`src/hw/rtl/ahrl_pkg.sv`:
```
// Shared types and constants of the adaptive hedging rate limiter.
package ahrl_pkg;

  localparam int AmountW = 16;
  localparam int TimeW   = 40;
  localparam int DelayW  = 32;
  localparam int CntW    = 32;
  localparam int RatioW  = 17;
  localparam int TuneW   = 16;
  localparam int CfgIdxW = 3;
  localparam int CfgDatW = 32;

  localparam int DivNumW = 64;
  localparam int DivDenW = 32;
  localparam int DivSteps = DivNumW;
  localparam int DivCntW = $clog2(DivSteps);

  localparam logic [RatioW-1:0] RatioOne        = RatioW'(65536);
  localparam logic [RatioW-1:0] RatioReset      = RatioW'(6554);
  localparam logic [31:0]       TickReset       = 32'd1000000;
  localparam logic [TuneW-1:0]  TuneReset       = TuneW'(320);
  localparam logic [TuneW-1:0]  TuneUnity       = TuneW'(256);
  localparam logic [DelayW-1:0] MinDelayReset   = '0;
  localparam logic [DelayW-1:0] MaxDelayReset   = DelayW'(100000);

  typedef enum logic [CfgIdxW-1:0] {
    REG_BACKUP_RATIO = 3'd0,
    REG_TICK_PERIOD  = 3'd1,
    REG_TUNE_FACTOR  = 3'd2,
    REG_MIN_DELAY    = 3'd3,
    REG_MAX_DELAY    = 3'd4
  } ahrl_reg_t;

  typedef enum logic [4:0] {
    S_IDLE,
    S_CHECK,
    S_ROLL_MUL,
    S_ROLL_DEC,
    S_ROLL_WAIT,
    S_ROLL_COMMIT,
    S_ACT,
    S_WB_MUL,
    S_WB_DIV,
    S_WB_WAIT,
    S_WP_MUL,
    S_WP_DIV,
    S_WP_WAIT,
    S_LIM_SUM,
    S_LIM_MUL,
    S_LIM_DEC,
    S_OUT
  } ahrl_state_t;

  // controller -> datapath
  typedef struct packed {
    logic load_in;
    logic bypass_res;
    logic roll_mul;
    logic roll_dec;
    logic roll_div_cap;
    logic roll_commit;
    logic act;
    logic w_mul;
    logic w_sel;      // 0: backups, 1: primaries
    logic w_cap;
    logic div_start;
    logic div_sel;    // 0: delay retune, 1: window weight
    logic lim_sum;
    logic lim_mul;
    logic lim_dec;
    logic load_out;
  } ahrl_cmd_t;

  // datapath -> controller
  typedef struct packed {
    logic bypass;
    logic roll_needed;
    logic roll_up;
    logic act1;
    logic wt_zero;
    logic div_done;
    logic out_free;
  } ahrl_stat_t;

endpackage

```
`src/hw/rtl/ahrl_ctrl.sv`:
```
// Sequencer: steps one word through check, window roll, weighting and limit test.
module ahrl_ctrl (
  input  logic                   clk,
  input  logic                   rst,
  input  logic                   in_valid,
  output logic                   in_ready,
  output ahrl_pkg::ahrl_cmd_t    cmd,
  input  ahrl_pkg::ahrl_stat_t   stat
);
  import ahrl_pkg::*;

  ahrl_state_t state, state_next;

  always_ff @(posedge clk) begin
    if (rst) begin
      state <= S_IDLE;
    end else begin
      state <= state_next;
    end
  end

  always_comb begin
    state_next = state;
    case (state)
      S_IDLE:        if (in_valid) state_next = S_CHECK;
      S_CHECK: begin
        if (stat.bypass)           state_next = S_OUT;
        else if (stat.roll_needed) state_next = S_ROLL_MUL;
        else                       state_next = S_ACT;
      end
      S_ROLL_MUL:    state_next = S_ROLL_DEC;
      S_ROLL_DEC:    state_next = stat.roll_up ? S_ROLL_COMMIT : S_ROLL_WAIT;
      S_ROLL_WAIT:   if (stat.div_done) state_next = S_ROLL_COMMIT;
      S_ROLL_COMMIT: state_next = S_ACT;
      S_ACT: begin
        if (!stat.act1)        state_next = S_OUT;
        else if (stat.wt_zero) state_next = S_LIM_SUM;
        else                   state_next = S_WB_MUL;
      end
      S_WB_MUL:      state_next = S_WB_DIV;
      S_WB_DIV:      state_next = S_WB_WAIT;
      S_WB_WAIT:     if (stat.div_done) state_next = S_WP_MUL;
      S_WP_MUL:      state_next = S_WP_DIV;
      S_WP_DIV:      state_next = S_WP_WAIT;
      S_WP_WAIT:     if (stat.div_done) state_next = S_LIM_SUM;
      S_LIM_SUM:     state_next = S_LIM_MUL;
      S_LIM_MUL:     state_next = S_LIM_DEC;
      S_LIM_DEC:     state_next = S_OUT;
      S_OUT:         if (stat.out_free) state_next = S_IDLE;
      default:       state_next = S_IDLE;
    endcase
  end

  always_comb begin
    cmd      = '0;
    in_ready = 1'b0;
    case (state)
      S_IDLE: begin
        in_ready    = 1'b1;
        cmd.load_in = in_valid;
      end
      S_CHECK:       cmd.bypass_res = stat.bypass;
      S_ROLL_MUL:    cmd.roll_mul = 1'b1;
      S_ROLL_DEC: begin
        cmd.roll_dec  = stat.roll_up;
        cmd.div_start = !stat.roll_up;
        cmd.div_sel   = 1'b0;
      end
      S_ROLL_WAIT:   cmd.roll_div_cap = stat.div_done;
      S_ROLL_COMMIT: cmd.roll_commit = 1'b1;
      S_ACT:         cmd.act = 1'b1;
      S_WB_MUL:      cmd.w_mul = 1'b1;
      S_WB_DIV: begin
        cmd.div_start = 1'b1;
        cmd.div_sel   = 1'b1;
      end
      S_WB_WAIT:     cmd.w_cap = stat.div_done;
      S_WP_MUL: begin
        cmd.w_mul = 1'b1;
        cmd.w_sel = 1'b1;
      end
      S_WP_DIV: begin
        cmd.div_start = 1'b1;
        cmd.div_sel   = 1'b1;
      end
      S_WP_WAIT: begin
        cmd.w_cap = stat.div_done;
        cmd.w_sel = 1'b1;
      end
      S_LIM_SUM:     cmd.lim_sum = 1'b1;
      S_LIM_MUL:     cmd.lim_mul = 1'b1;
      S_LIM_DEC:     cmd.lim_dec = 1'b1;
      S_OUT:         cmd.load_out = stat.out_free;
      default: ;
    endcase
  end

endmodule

```
`config.mk`:
```
export PLATFORM = sky130hd
export DESIGN_NAME = ahrl_ctrl
export DESIGN_NICKNAME = d
export VERILOG_FILES = /design/src/hw/rtl/ahrl_pkg.sv /design/src/hw/rtl/ahrl_ctrl.sv
export SDC_FILE = /design/constraint.sdc
export NUM_CORES = 1
export LEC_CHECK = 0
export ABC_AREA = 1
export BUFFER_PORTS_ARGS = -buffer_cell sky130_fd_sc_hd__buf_2
export CAP_MARGIN = 15
export CORE_AREA = 2 2 39 41
export CTS_CLUSTER_SIZE = 16
export DETAILED_ROUTE_END_ITERATION = 8
export DIE_AREA = 0 0 41 43
export PLACE_DENSITY_LB_ADDON = 0.05
export SLEW_MARGIN = 20
export SYNTH_ARGS = -nofsm -noshare
export SYNTH_HDL_FRONTEND = slang
export SYNTH_SLANG_ARGS = --single-unit
```
`constraint.sdc`:
```
create_clock -name clk -period 2.7 [get_ports clk]
set_input_delay 0.27 -clock clk [delete_from_list [all_inputs] [get_ports clk]]
set_output_delay 0.27 -clock clk [all_outputs]
set_load 0.05 [all_outputs]
```
==> results.sh, run 1 <==
export IMPL_holdPathStages=2
export IMPL_io_pins=27
export IMPL_max_freq_ghz=0.5514
export IMPL_ys_types=14
export IMPL_cp_start_kind="register"
export IMPL_yosys_warnings=0
export IMPL_cts_tree="yes"
export IMPL_routabilityCongestion=0.9526
export IMPL_multi_input_area_um2=340.3
export IMPL_grt_pass1_vias=567
export IMPL_cts_root_buf="clkbuf_4"
export IMPL_ir_drop_mv=0.2683
export IMPL_drc=0
export IMPL_post_cts_buffers=0
export IMPL_firstDrtPassIters=4
export IMPL_core_area_um2=1384
export IMPL_final_nets=143
export IMPL_slew_viol_final=0
export IMPL_rsz0062_at_grt="no"
export IMPL_slew_headroom_pct=75.51
export IMPL_die_w_um=41
export IMPL_cap_violations=0
export IMPL_ant_nets=0
export IMPL_row_count=14
export IMPL_leakagePower_nw=0.4675
export IMPL_insertion_delay_ns=0.24
export IMPL_syn_inst=102
export IMPL_clkPwrFrac_pct=20.4
export IMPL_ff_latch_area_um2=100.1
export IMPL_required_ns=2.43
export IMPL_track_usage_pct=19.90
export IMPL_total_power_mw=0.4143
export IMPL_met1_length_um=698
export IMPL_switching_power_mw=0.2152
export IMPL_area_growth_synth_to_final_pct=33.98
export IMPL_timing_final_crit_share_pct=67.17
export IMPL_wirelength_mm=1.521
export IMPL_cts_clk_slew_worst_paths_ns=0.04
export IMPL_yosys_area_top_type="dfxtp_1"
export IMPL_antenna_found_initial=0
export IMPL_netlist_area_um2=519.2
export IMPL_die_y_um=43
export IMPL_cts_inserted_buffers=3
export IMPL_final_layout_size_suffix_gt1_share_pct=25.76
export IMPL_synth_area_leaders="dfxtp_1 19%, nand2_1 18%, nor2_1 18%"
export IMPL_crit_arrival_ns=1.54
export IMPL_vias=720
export IMPL_r2r_start="state[1]"
export IMPL_wl_met3_um=100
export IMPL_crit_fanout=4
export IMPL_cts_sinks=5
export IMPL_grt_pass1_wl_mm=2.318
export IMPL_ys_seq_area_share_pct=19.28
export IMPL_sequentialPowerShare_pct=24.2
export IMPL_htreeDepth=1
export IMPL_min_to="state[3]"
export IMPL_ys_seq_elements=5
export IMPL_cp_end_kind="output port"
export IMPL_post_drt_wl_per_cell_um=10.28
export IMPL_power_frac_comb_pct=55.4
export IMPL_largest_register_ffs=5
export IMPL_r2r_setup_slack_ns=1.35
export IMPL_worst_r2r_cell_count=8
export IMPL_initial_core_util_pct=37.52
export IMPL_overflow=0
export IMPL_yosys_area_top_type_share_pct=19.28
export IMPL_worstHoldStart="rst"
export IMPL_ctsResizeCount=0
export IMPL_synthesis_nets=112
export IMPL_regMostFlops="state"
export IMPL_tns_ns=0
export IMPL_cts_max_path_buffers=2
export IMPL_period_minus_slack_ns=1.813
export IMPL_dpl_hpwl_mm=1.295
export IMPL_io_buffers=26
export IMPL_largestRegisters="state x5"
export IMPL_grt_max_degree=9
export IMPL_hold_viol=0
export IMPL_n_fill_cell=163
export IMPL_hold_class="in -> reg"
export IMPL_die_area_um2=1763
export IMPL_via_per_inst=4.865
export IMPL_intPower_mw=0.1992
export IMPL_hold_buffers=0
export IMPL_drt_iter0_markers=17
export IMPL_power_density_nw_per_um2=595.6
export IMPL_avgSynthCellArea_um2=5.091
export IMPL_fin_skew_ns=0.0006859
export IMPL_switching_share_pct=51.93
export IMPL_critPathKind="reg -> out"
export IMPL_status="complete, no violations"
export IMPL_worst_slew_pin_slew_ns=0.3660
export IMPL_antenna_cells=0
export IMPL_finalSetupViolCount=0
export IMPL_top_layer_used="met3"
export IMPL_wl_met2_um=723
export IMPL_r2r_end="state[0]"
logic make-up (layout without fill, tap and decap cells):
logic type / Yosys count / after routing / share of synthesized area, %
compound gates: 9 / 9 / 11.33
buf+inv: 21 / 51 / 15.18
flops: 5 / 5 / 19.28
simple gates: 67 / 67 / 54.21
layout by cell type, fill, tap and decap left out, types with 3 or more instances in the layout:
| master | n |
|---|---|
| nand4_1 | 4 |
| buf_2 | 26 |
| clkbuf_4 | 3 |
| dfxtp_1 | 5 |
| nand2_1 | 25 |
| nand3_1 | 9 |
| nor2_1 | 25 |
| inv_1 | 20 |
| nor2_2 | 3 |
| a21oi_1 | 4 |
cells in the mapped netlist:
library cell / count
a21oi_1: 4
a21oi_2: 1
a31oi_1: 1
a41oi_1: 2
dfxtp_1: 5
inv_1: 20
inv_2: 1
nand2_1: 25
nand3_1: 9
nand4_1: 4
nor2_1: 25
nor2_2: 3
nor3_1: 1
o22ai_1: 1
layout make-up:
type / count / area share (%)
inverter: 21 / 11.33
multi-input combinational: 76 / 48.92
timing repair buffer: 26 / 18.71
tap: 16 / 2.878
sequential: 5 / 14.39
clock buffer: 4 / 3.777
power groups by stage:
stage | registers, mW | logic, mW | clock network, mW
floorplan | 0.0982 | 0.181 | 0
global placement | 0.101 | 0.231 | 0
detailed placement | 0.101 | 0.230 | 0
CTS | 0.100 | 0.231 | 0.0909
global route | 0.103 | 0.255 | 0.0984
finish | 0.100 | 0.229 | 0.0847
layer usage:
metal	up-vias	global-route usage, %
li1	379	-
met1	311	24.84
met2	30	29.38
met3	0	3.141
met4	0	14.00
met5	-	0
critical path, cell delays in order, from the launching register on:
cell and delay (ns):
dfxtp_1 0.38, inv_1 0.07, nor2_1 0.24, nand2_1 0.15
o22ai_1 0.18, buf_2 0.28
worst max-delay path by stage:
stage / startpoint / endpoint / slack (ns)
final: state[3] / cmd[5] / 0.89
after global routing: state[1] / cmd[15] / 0.74
after floorplan: state[0] / cmd[15] / 0.65
after CTS: state[3] / cmd[5] / 0.88
after detailed placement: state[3] / cmd[5] / 1.15
after global placement: state[3] / cmd[5] / 1.16
through the flow:
stage / setup WS [ns] / hold WS, ns / utilization, % / instance area (um^2) / cells
6_report: 0.8865 / 0.2547 / 50.27 / 695.7 / 148
5_1_grt: 0.7438 / 0.2508 / 50.27 / 695.7 / 148
4_1_cts: 0.8776 / 0.2485 / 50.27 / 695.7 / 148
3_5_place_dp: 1.148 / 0.5071 / 48.37 / 669.4 / 144
3_3_place_gp: 1.161 / 0.5022 / 48.37 / 669.4 / 144
2_1_floorplan: 0.6537 / 0.3391 / - / 519.2 / 102
(Power assumes the default switching activity.)
==> run 2, diff against run 1 <==
--- a/config.mk
+++ b/config.mk
@@ -5,13 +5,13 @@
 export SDC_FILE = /design/constraint.sdc
 export NUM_CORES = 1
 export LEC_CHECK = 0
-export ABC_AREA = 1
+export ABC_AREA = 0
 export BUFFER_PORTS_ARGS = -buffer_cell sky130_fd_sc_hd__buf_2
 export CAP_MARGIN = 15
-export CORE_AREA = 2 2 39 41
+export CORE_MARGIN = 1
+export CORE_UTILIZATION = 41
 export CTS_CLUSTER_SIZE = 16
 export DETAILED_ROUTE_END_ITERATION = 8
-export DIE_AREA = 0 0 41 43
 export PLACE_DENSITY_LB_ADDON = 0.05
 export SLEW_MARGIN = 20
 export SYNTH_ARGS = -nofsm -noshare
==> constraint.sdc (replaced) <==
create_clock -name clk -period 1.5 [get_ports clk]
set_input_delay 0.15 -clock clk [delete_from_list [all_inputs] [get_ports clk]]
set_output_delay 0.15 -clock clk [all_outputs]
set_load 0.05 [all_outputs]
==> results.sh, run 2 <==
export IMPL_status="stopped before the end"
export IMPL_stop_stage="global routing (5_1_grt)"
export IMPL_error_line="[ERROR DPL-0033] detailed placement checks failed during check placement."
export IMPL_row_count=13
export IMPL_ys_types=35
export IMPL_cts_inserted_buffers=3
export IMPL_die_y_um=40.47
export IMPL_htreeDepth=1
export IMPL_synthArstFlopShare_pct=0
export IMPL_netlist_area_um2=606.8
export IMPL_synth_area_leaders="dfxtp_1 16%, a21oi_1 6.6%, nand3b_1 6.2%"
export IMPL_yosys_area_top_type_share_pct=16.49
export IMPL_worst_ep_kind="primary output"
export IMPL_initial_core_util_pct=45.50
export IMPL_yosys_warnings=0
export IMPL_cts_sinks=5
export IMPL_avgSynthCellArea_um2=6.975
export IMPL_io_buffers=26
export IMPL_io_pins=27
export IMPL_ys_seq_area_share_pct=16.49
export IMPL_grt_max_degree=16
export IMPL_routabilityCongestion=0.8327
export IMPL_ys_seq_elements=5
export IMPL_dp_worst_setup_slack_ns=0.01219
export IMPL_hold_buffers=0
export IMPL_cts_root_buf="clkbuf_4"
export IMPL_synthesis_nets=97
export IMPL_crit_endpoint="cmd[15]"
export IMPL_antenna_found_initial=0
export IMPL_syn_inst=87
export IMPL_synth_edf_count=0
export IMPL_yosys_area_top_type="dfxtp_1"
export IMPL_dpl_hpwl_mm=1.371
export IMPL_die_w_um=40.47
export IMPL_synthFlopType="dfxtp_1"
export IMPL_cts_max_path_buffers=2
export IMPL_synth_common_cells="10 x nor2_1, 8 x a21oi_1, 6 x buf_2, 6 x nor3_1"
export IMPL_yosysMostFrequentCell="nor2_1"
[run 2: changes by cell type after synthesis, moves of 4 or more]
cell,previous run,this run
a21oi_1,4,8
buf_2,0,6
nand3_1,9,2
nand3b_1,0,5
inv_1,20,4
nor2_1,25,10
nand2_1,25,4
nand2b_1,0,4
nor3_1,1,6
[run 2: what timing repair did]
action	in CTS
hold endpoints to repair	0
setup buffers	6
endpoints found under the setup margin	17
gates resized for setup	46
pin swaps	7
[run 2: kinds of logic after synthesis]
logic type      share of synthesized area [%]
xor+xnor                                4.331
buf+inv                                 9.897
compound gates                          20.83
flops                                   16.50
simple gates                            48.45
[run 2: metrics by stage]
stage	std cells	area [um^2]
2_1_floorplan	87	779.5
3_3_place_gp	135	983.4
3_5_place_dp	135	983.4
4_1_cts	145	1216
==> run 3, diff against run 2 <==
--- a/config.mk
+++ b/config.mk
@@ -8,11 +8,10 @@
 export ABC_AREA = 0
 export BUFFER_PORTS_ARGS = -buffer_cell sky130_fd_sc_hd__buf_2
 export CAP_MARGIN = 15
-export CORE_MARGIN = 1
-export CORE_UTILIZATION = 41
-export CTS_CLUSTER_SIZE = 16
+export CORE_AREA = 2 2 63 65
 export DETAILED_ROUTE_END_ITERATION = 8
-export PLACE_DENSITY_LB_ADDON = 0.05
+export DIE_AREA = 0 0 65 67
+export PLACE_DENSITY_LB_ADDON = 0.15
 export SLEW_MARGIN = 20
 export SYNTH_ARGS = -nofsm -noshare
 export SYNTH_HDL_FRONTEND = slang
==> constraint.sdc (replaced) <==
create_clock -name clk -period 1.95 [get_ports clk]
set_input_delay 0.195 -clock clk [delete_from_list [all_inputs] [get_ports clk]]
set_output_delay 0.195 -clock clk [all_outputs]
set_load 0.05 [all_outputs]
==> results.sh, run 3 <==
export IMPL_cts_clk_slew_worst_paths_ns=0.04
export IMPL_final_cell_mix="26 x buf_2, 10 x nor2_1, 8 x a21oi_1"
export IMPL_firstDrtPassIters=4
export IMPL_drt_iter0_markers=28
export IMPL_crit_arrival_ns=1.60
export IMPL_max_freq_ghz=0.5573
export IMPL_io_buffers=26
export IMPL_initial_core_util_pct=16.83
export IMPL_rsz0062_at_grt="no"
export IMPL_yosys_area_top_type_share_pct=16.49
export IMPL_layout_cells_non_filler=161
export IMPL_total_power_mw=0.8380
export IMPL_grt_pass1_wl_mm=3.270
export IMPL_finalSetupViolCount=0
export IMPL_final_layout_size_suffix_gt1_share_pct=37.17
export IMPL_cts_max_path_buffers=2
export IMPL_track_usage_pct=9.883
export IMPL_grt_max_degree=22
export IMPL_wirelength_mm=1.947
export IMPL_routabilityCongestion=0.7204
export IMPL_cp_start_kind="register"
export IMPL_core_area_um2=3606
export IMPL_io_pins=27
export IMPL_area_growth_synth_to_final_pct=39.38
export IMPL_fin_area_um2=845.8
export IMPL_cts_root_buf="clkbuf_8"
export IMPL_hold_buffers=0
export IMPL_cp_end_kind="output port"
export IMPL_timing_final_crit_share_pct=92.03
export IMPL_fin_hold_ws_ns=0.1995
export IMPL_die_w_um=65
export IMPL_ctsResizeCount=1
export IMPL_via_per_inst=4.460
export IMPL_row_count=22
export IMPL_status="complete, no violations"
export IMPL_ys_seq_elements=5
export IMPL_worst_slew_pin_slew_ns=0.4172
export IMPL_antenna_found_initial=0
export IMPL_synth_area_leaders="dfxtp_1 16%, a21oi_1 6.6%, nand3b_1 6.2%"
export IMPL_cts_sinks=5
export IMPL_placed_cells=157
export IMPL_synth_common_cells="10 x nor2_1, 8 x a21oi_1, 6 x buf_2, 6 x nor3_1"
export IMPL_yosys_area_top_type="dfxtp_1"
export IMPL_ys_seq_area_share_pct=16.49
export IMPL_htreeDepth=1
export IMPL_dpl_instance_area_um2=799.5
export IMPL_grt_pass1_vias=680
export IMPL_power_density_nw_per_um2=990.8
export IMPL_synth_edf_count=0
export IMPL_slew_headroom_pct=72.18
export IMPL_crit_chain="buf_4 > nor4_1 > and2_1 > buf_2"
export IMPL_ant_nets=0
export IMPL_avgSynthCellArea_um2=6.975
export IMPL_crit_fanout=11
export IMPL_final_nets=124
export IMPL_yosys_warnings=0
export IMPL_ys_types=35
export IMPL_synthesis_nets=97
export IMPL_synthFlopType="dfxtp_1"
export IMPL_cts_inserted_buffers=3
export IMPL_die_y_um=67
export IMPL_post_cts_buffers=0
export IMPL_regMostFlops="state"
export IMPL_yosysMostFrequentCell="nor2_1"
export IMPL_hold_viol=0
export IMPL_hold_class="in -> reg"
export IMPL_syn_inst=87
export IMPL_die_area_um2=4355
export IMPL_post_drt_wl_per_cell_um=12.09
export IMPL_fin_skew_ns=0.001583
export IMPL_dpl_hpwl_mm=1.534
export IMPL_overflow=0
export IMPL_leakagePower_nw=0.3532
export IMPL_antenna_cells=0
export IMPL_ir_drop_mv=0.4368
export IMPL_cts_tree="yes"
export IMPL_drc=0
export IMPL_netlist_area_um2=606.8
export IMPL_synthArstFlopShare_pct=0
export IMPL_critPathKind="reg -> out"
export IMPL_slowest_stage="dfxtp_1"
export IMPL_period_minus_slack_ns=1.795
export IMPL_cap_violations=0
export IMPL_final_common_cell="buf_2"
export IMPL_insertion_delay_ns=0.22
export IMPL_vias=718
export IMPL_post_route_util_pct=23.46
export IMPL_required_ns=1.75
export IMPL_largestRegisters="state x5"
export IMPL_slowest_delay_ns=0.36
export IMPL_slew_viol_final=0
export IMPL_largest_register_ffs=5
run 3: kinds of logic (layout without fill, tap and decap cells):
group | count (synthesis) | in the layout | synth area share, %
AO/OA/AOI/OAI | 18 | 18 | 20.83
AND/OR/NAND/NOR | 48 | 48 | 48.45
buffers and inverters | 13 | 39 | 9.897
flip-flops | 5 | 5 | 16.50
XOR/XNOR | 3 | 3 | 4.331
run 3: through the flow:
step,setup slack [ns],setup TNS [ns]
after floorplan,-0.4421,-2.054
after global placement,0.2666,0
after CTS,0.1474,0
final,0.1555,0
after global routing,0.01085,0
after detailed placement,0.2236,0
run 3: layout make-up:
cell class                      count  area, um^2
Timing Repair Buffer               31       167.7
Inverter                            4       15.01
Fill cell                         422        2760
Clock buffer                        4       45.04
Tap cell                           48       60.06
Multi-Input combinational cell     69       456.7
Sequential cell                     5       101.3
run 3: metal layers:
metal  global-route usage (%)  routed length, um
met5                        0                  0
met4                    4.787                 30
met3                    2.534                142
met2                    14.43                802
met1                    13.34                971
run 3: worst paths after layout:
| check | startpoint | to | slack, ns | cells past startpoint |
|---|---|---|---|---|
| setup reg to reg | state[0] | state[0] | 0.53 | 5 |
| hold / removal | rst | state[2] | 0.20 | 2 |
| hold reg to reg | state[4] | state[2] | 0.74 | 3 |
| setup / recovery | state[3] | cmd[14] | 0.16 | 4 |
run 3: worst max-delay path: cells and delay by family, from the launching register on:
kind | cells | cell delay [ns]
DFF | 1 | 0.36
and+or+nand+nor | 2 | 0.54
buffers and inverters | 2 | 0.47
run 3: report_power, final:
| group | switching [mW] | internal (mW) |
|---|---|---|
| Sequential | 0.0390 | 0.121 |
| Clock | 0.0546 | 0.141 |
| Combinational | 0.301 | 0.182 |
| Total | 0.394 | 0.444 |
==> run 4, diff against run 3 <==
--- a/config.mk
+++ b/config.mk
@@ -12,6 +12,7 @@
 export DETAILED_ROUTE_END_ITERATION = 8
 export DIE_AREA = 0 0 65 67
 export PLACE_DENSITY_LB_ADDON = 0.15
+export REMOVE_ABC_BUFFERS = 1
 export SLEW_MARGIN = 20
 export SYNTH_ARGS = -nofsm -noshare
 export SYNTH_HDL_FRONTEND = slang
==> results.sh, run 4 (same netlist as run 3, synthesis figures left out) <==
export IMPL_slew_viol_final=0
export IMPL_cap_violations=0
export IMPL_die_area_um2=4355
export IMPL_wirelength_mm=1.927
export IMPL_cp_start_kind="register"
export IMPL_rsz0062_at_grt="no"
export IMPL_switching_share_pct=46.27
export IMPL_worst_slew_pin_slew_ns=0.4467
export IMPL_grt_pass1_wl_mm=3.105
export IMPL_antenna_found_initial=0
export IMPL_cts_inserted_buffers=3
export IMPL_ff_latch_area_um2=103.9
export IMPL_post_cts_buffers=0
export IMPL_htreeDepth=1
export IMPL_switching_power_mw=0.3970
export IMPL_cp_end_kind="output port"
export IMPL_holdPathStages=2
export IMPL_fin_skew_ns=0.003563
export IMPL_period_minus_slack_ns=1.766
export IMPL_vias=708
export IMPL_total_power_mw=0.8580
export IMPL_post_drt_wl_per_cell_um=11.90
export IMPL_clkPwrFrac_pct=22.6
export IMPL_cts_tree="yes"
export IMPL_final_layout_size_suffix_gt1_share_pct=37.72
export IMPL_crit_fanout=8
export IMPL_io_pins=27
export IMPL_drt_iter0_markers=19
export IMPL_r2r_setup_slack_ns=0.42
export IMPL_n_fill_cell=446
export IMPL_antenna_cells=0
export IMPL_drc=0
export IMPL_dpl_hpwl_mm=1.492
export IMPL_core_area_um2=3606
export IMPL_max_freq_ghz=0.5663
export IMPL_final_common_cell="buf_2"
export IMPL_r2r_end="state[0]"
export IMPL_row_count=22
export IMPL_initial_core_util_pct=16.83
export IMPL_via_per_inst=4.370
export IMPL_hold_viol=0
export IMPL_track_usage_pct=9.253
export IMPL_r2r_start="state[2]"
export IMPL_largest_register_ffs=5
export IMPL_final_nets=125
export IMPL_worstHoldStart="rst"
export IMPL_area_growth_synth_to_final_pct=41.44
export IMPL_slew_headroom_pct=70.18
export IMPL_final_cell_mix="26 x buf_2, 10 x nor2_1, 8 x a21oi_1"
export IMPL_ir_drop_mv=0.2273
export IMPL_io_buffers=26
export IMPL_cts_root_buf="clkbuf_8"
export IMPL_cts_max_path_buffers=2
export IMPL_insertion_delay_ns=0.22
export IMPL_timing_final_crit_share_pct=90.55
export IMPL_min_to="state[3]"
export IMPL_critPathKind="reg -> out"
export IMPL_power_density_nw_per_um2=999.7
export IMPL_layout_cells_non_filler=162
export IMPL_die_y_um=67
export IMPL_regMostFlops="state"
export IMPL_sequentialPowerShare_pct=20.0
export IMPL_hold_class="in -> reg"
export IMPL_multi_input_area_um2=446.7
export IMPL_required_ns=1.75
export IMPL_status="complete, no violations"
export IMPL_grt_pass1_vias=656
export IMPL_power_frac_comb_pct=57.4
export IMPL_leakagePower_nw=0.3617
export IMPL_crit_arrival_ns=1.57
export IMPL_largestRegisters="state x5"
export IMPL_grt_max_degree=16
export IMPL_die_w_um=65
export IMPL_routabilityCongestion=0.7310
export IMPL_cts_clk_slew_worst_paths_ns=0.04
export IMPL_overflow=0
export IMPL_firstDrtPassIters=4
export IMPL_ant_nets=0
export IMPL_finalSetupViolCount=0
export IMPL_intPower_mw=0.4611
export IMPL_placed_cells=158
export IMPL_worst_r2r_cell_count=5
export IMPL_cts_sinks=5
## run 4: how the worst max path moves through the flow
| stage | startpoint | depth (start not counted) | slack [ns] | endpoint |
|---|---|---|---|---|
| after floorplan | state[0] | 2 | -0.47 | cmd[12] |
| final | state[1] | 4 | 0.18 | cmd[14] |
| after global placement | state[0] | 4 | 0.29 | cmd[14] |
| after global routing | state[4] | 4 | 0.04 | cmd[15] |
| after detailed placement | state[0] | 4 | 0.29 | cmd[14] |
| after CTS | state[0] | 4 | 0.05 | cmd[14] |
## run 4: layout make-up
type / instances / share of cell area [%]
clock buffer: 4 / 5.248
sequential: 5 / 12.10
timing repair buffer: 32 / 21.87
tap: 48 / 6.997
multi-input combinational: 69 / 52.04
inverter: 4 / 1.749
## run 4: timing repair
| item | CTS | global route |
|---|---|---|
| gates resized for setup | 0 | 3 |
| setup endpoints to repair | 0 | 4 |
| hold buffers | 0 | 0 |
## run 4: power by group through the flow
stage	Sequential, mW	Clock [mW]	Combinational (mW)
global placement	0.174	0	0.500
detailed placement	0.170	0	0.495
CTS	0.169	0.201	0.498
floorplan	0.190	0	0.322
finish	0.171	0.194	0.493
global route	0.178	0.212	0.532
## run 4: layer usage
metal / vias to the layer above / track usage [%] / part of all wire (%)
met3: 0 / 3.041 / 5.2
met2: 17 / 14.30 / 44
met4: 0 / 1.596 / 0
met5: - / 0 / 0
met1: 326 / 12.58 / 51
li1: 365 / - / -
## run 4: critical path: stages (launching register included)
cell and delay (ns):
dfxtp_2 0.36, nand2b_1 0.25, nor4_1 0.28, and2_1 0.20, buf_2 0.27
## run 4: per-stage QoR
step                area [um^2]  hold WS [ns]  setup slack [ns]  setup TNS [ns]  util [%]
CTS                       854.6        0.2003           0.04973               0     23.70
global placement          809.5        0.4424            0.2861               0     22.45
floorplan                 561.8        0.2641           -0.4675          -2.979         -
global route              858.3        0.2093           0.04225               0     23.80
finish                    858.3        0.1964            0.1842               0     23.80
detailed placement        809.5        0.4334            0.2892               0     22.45
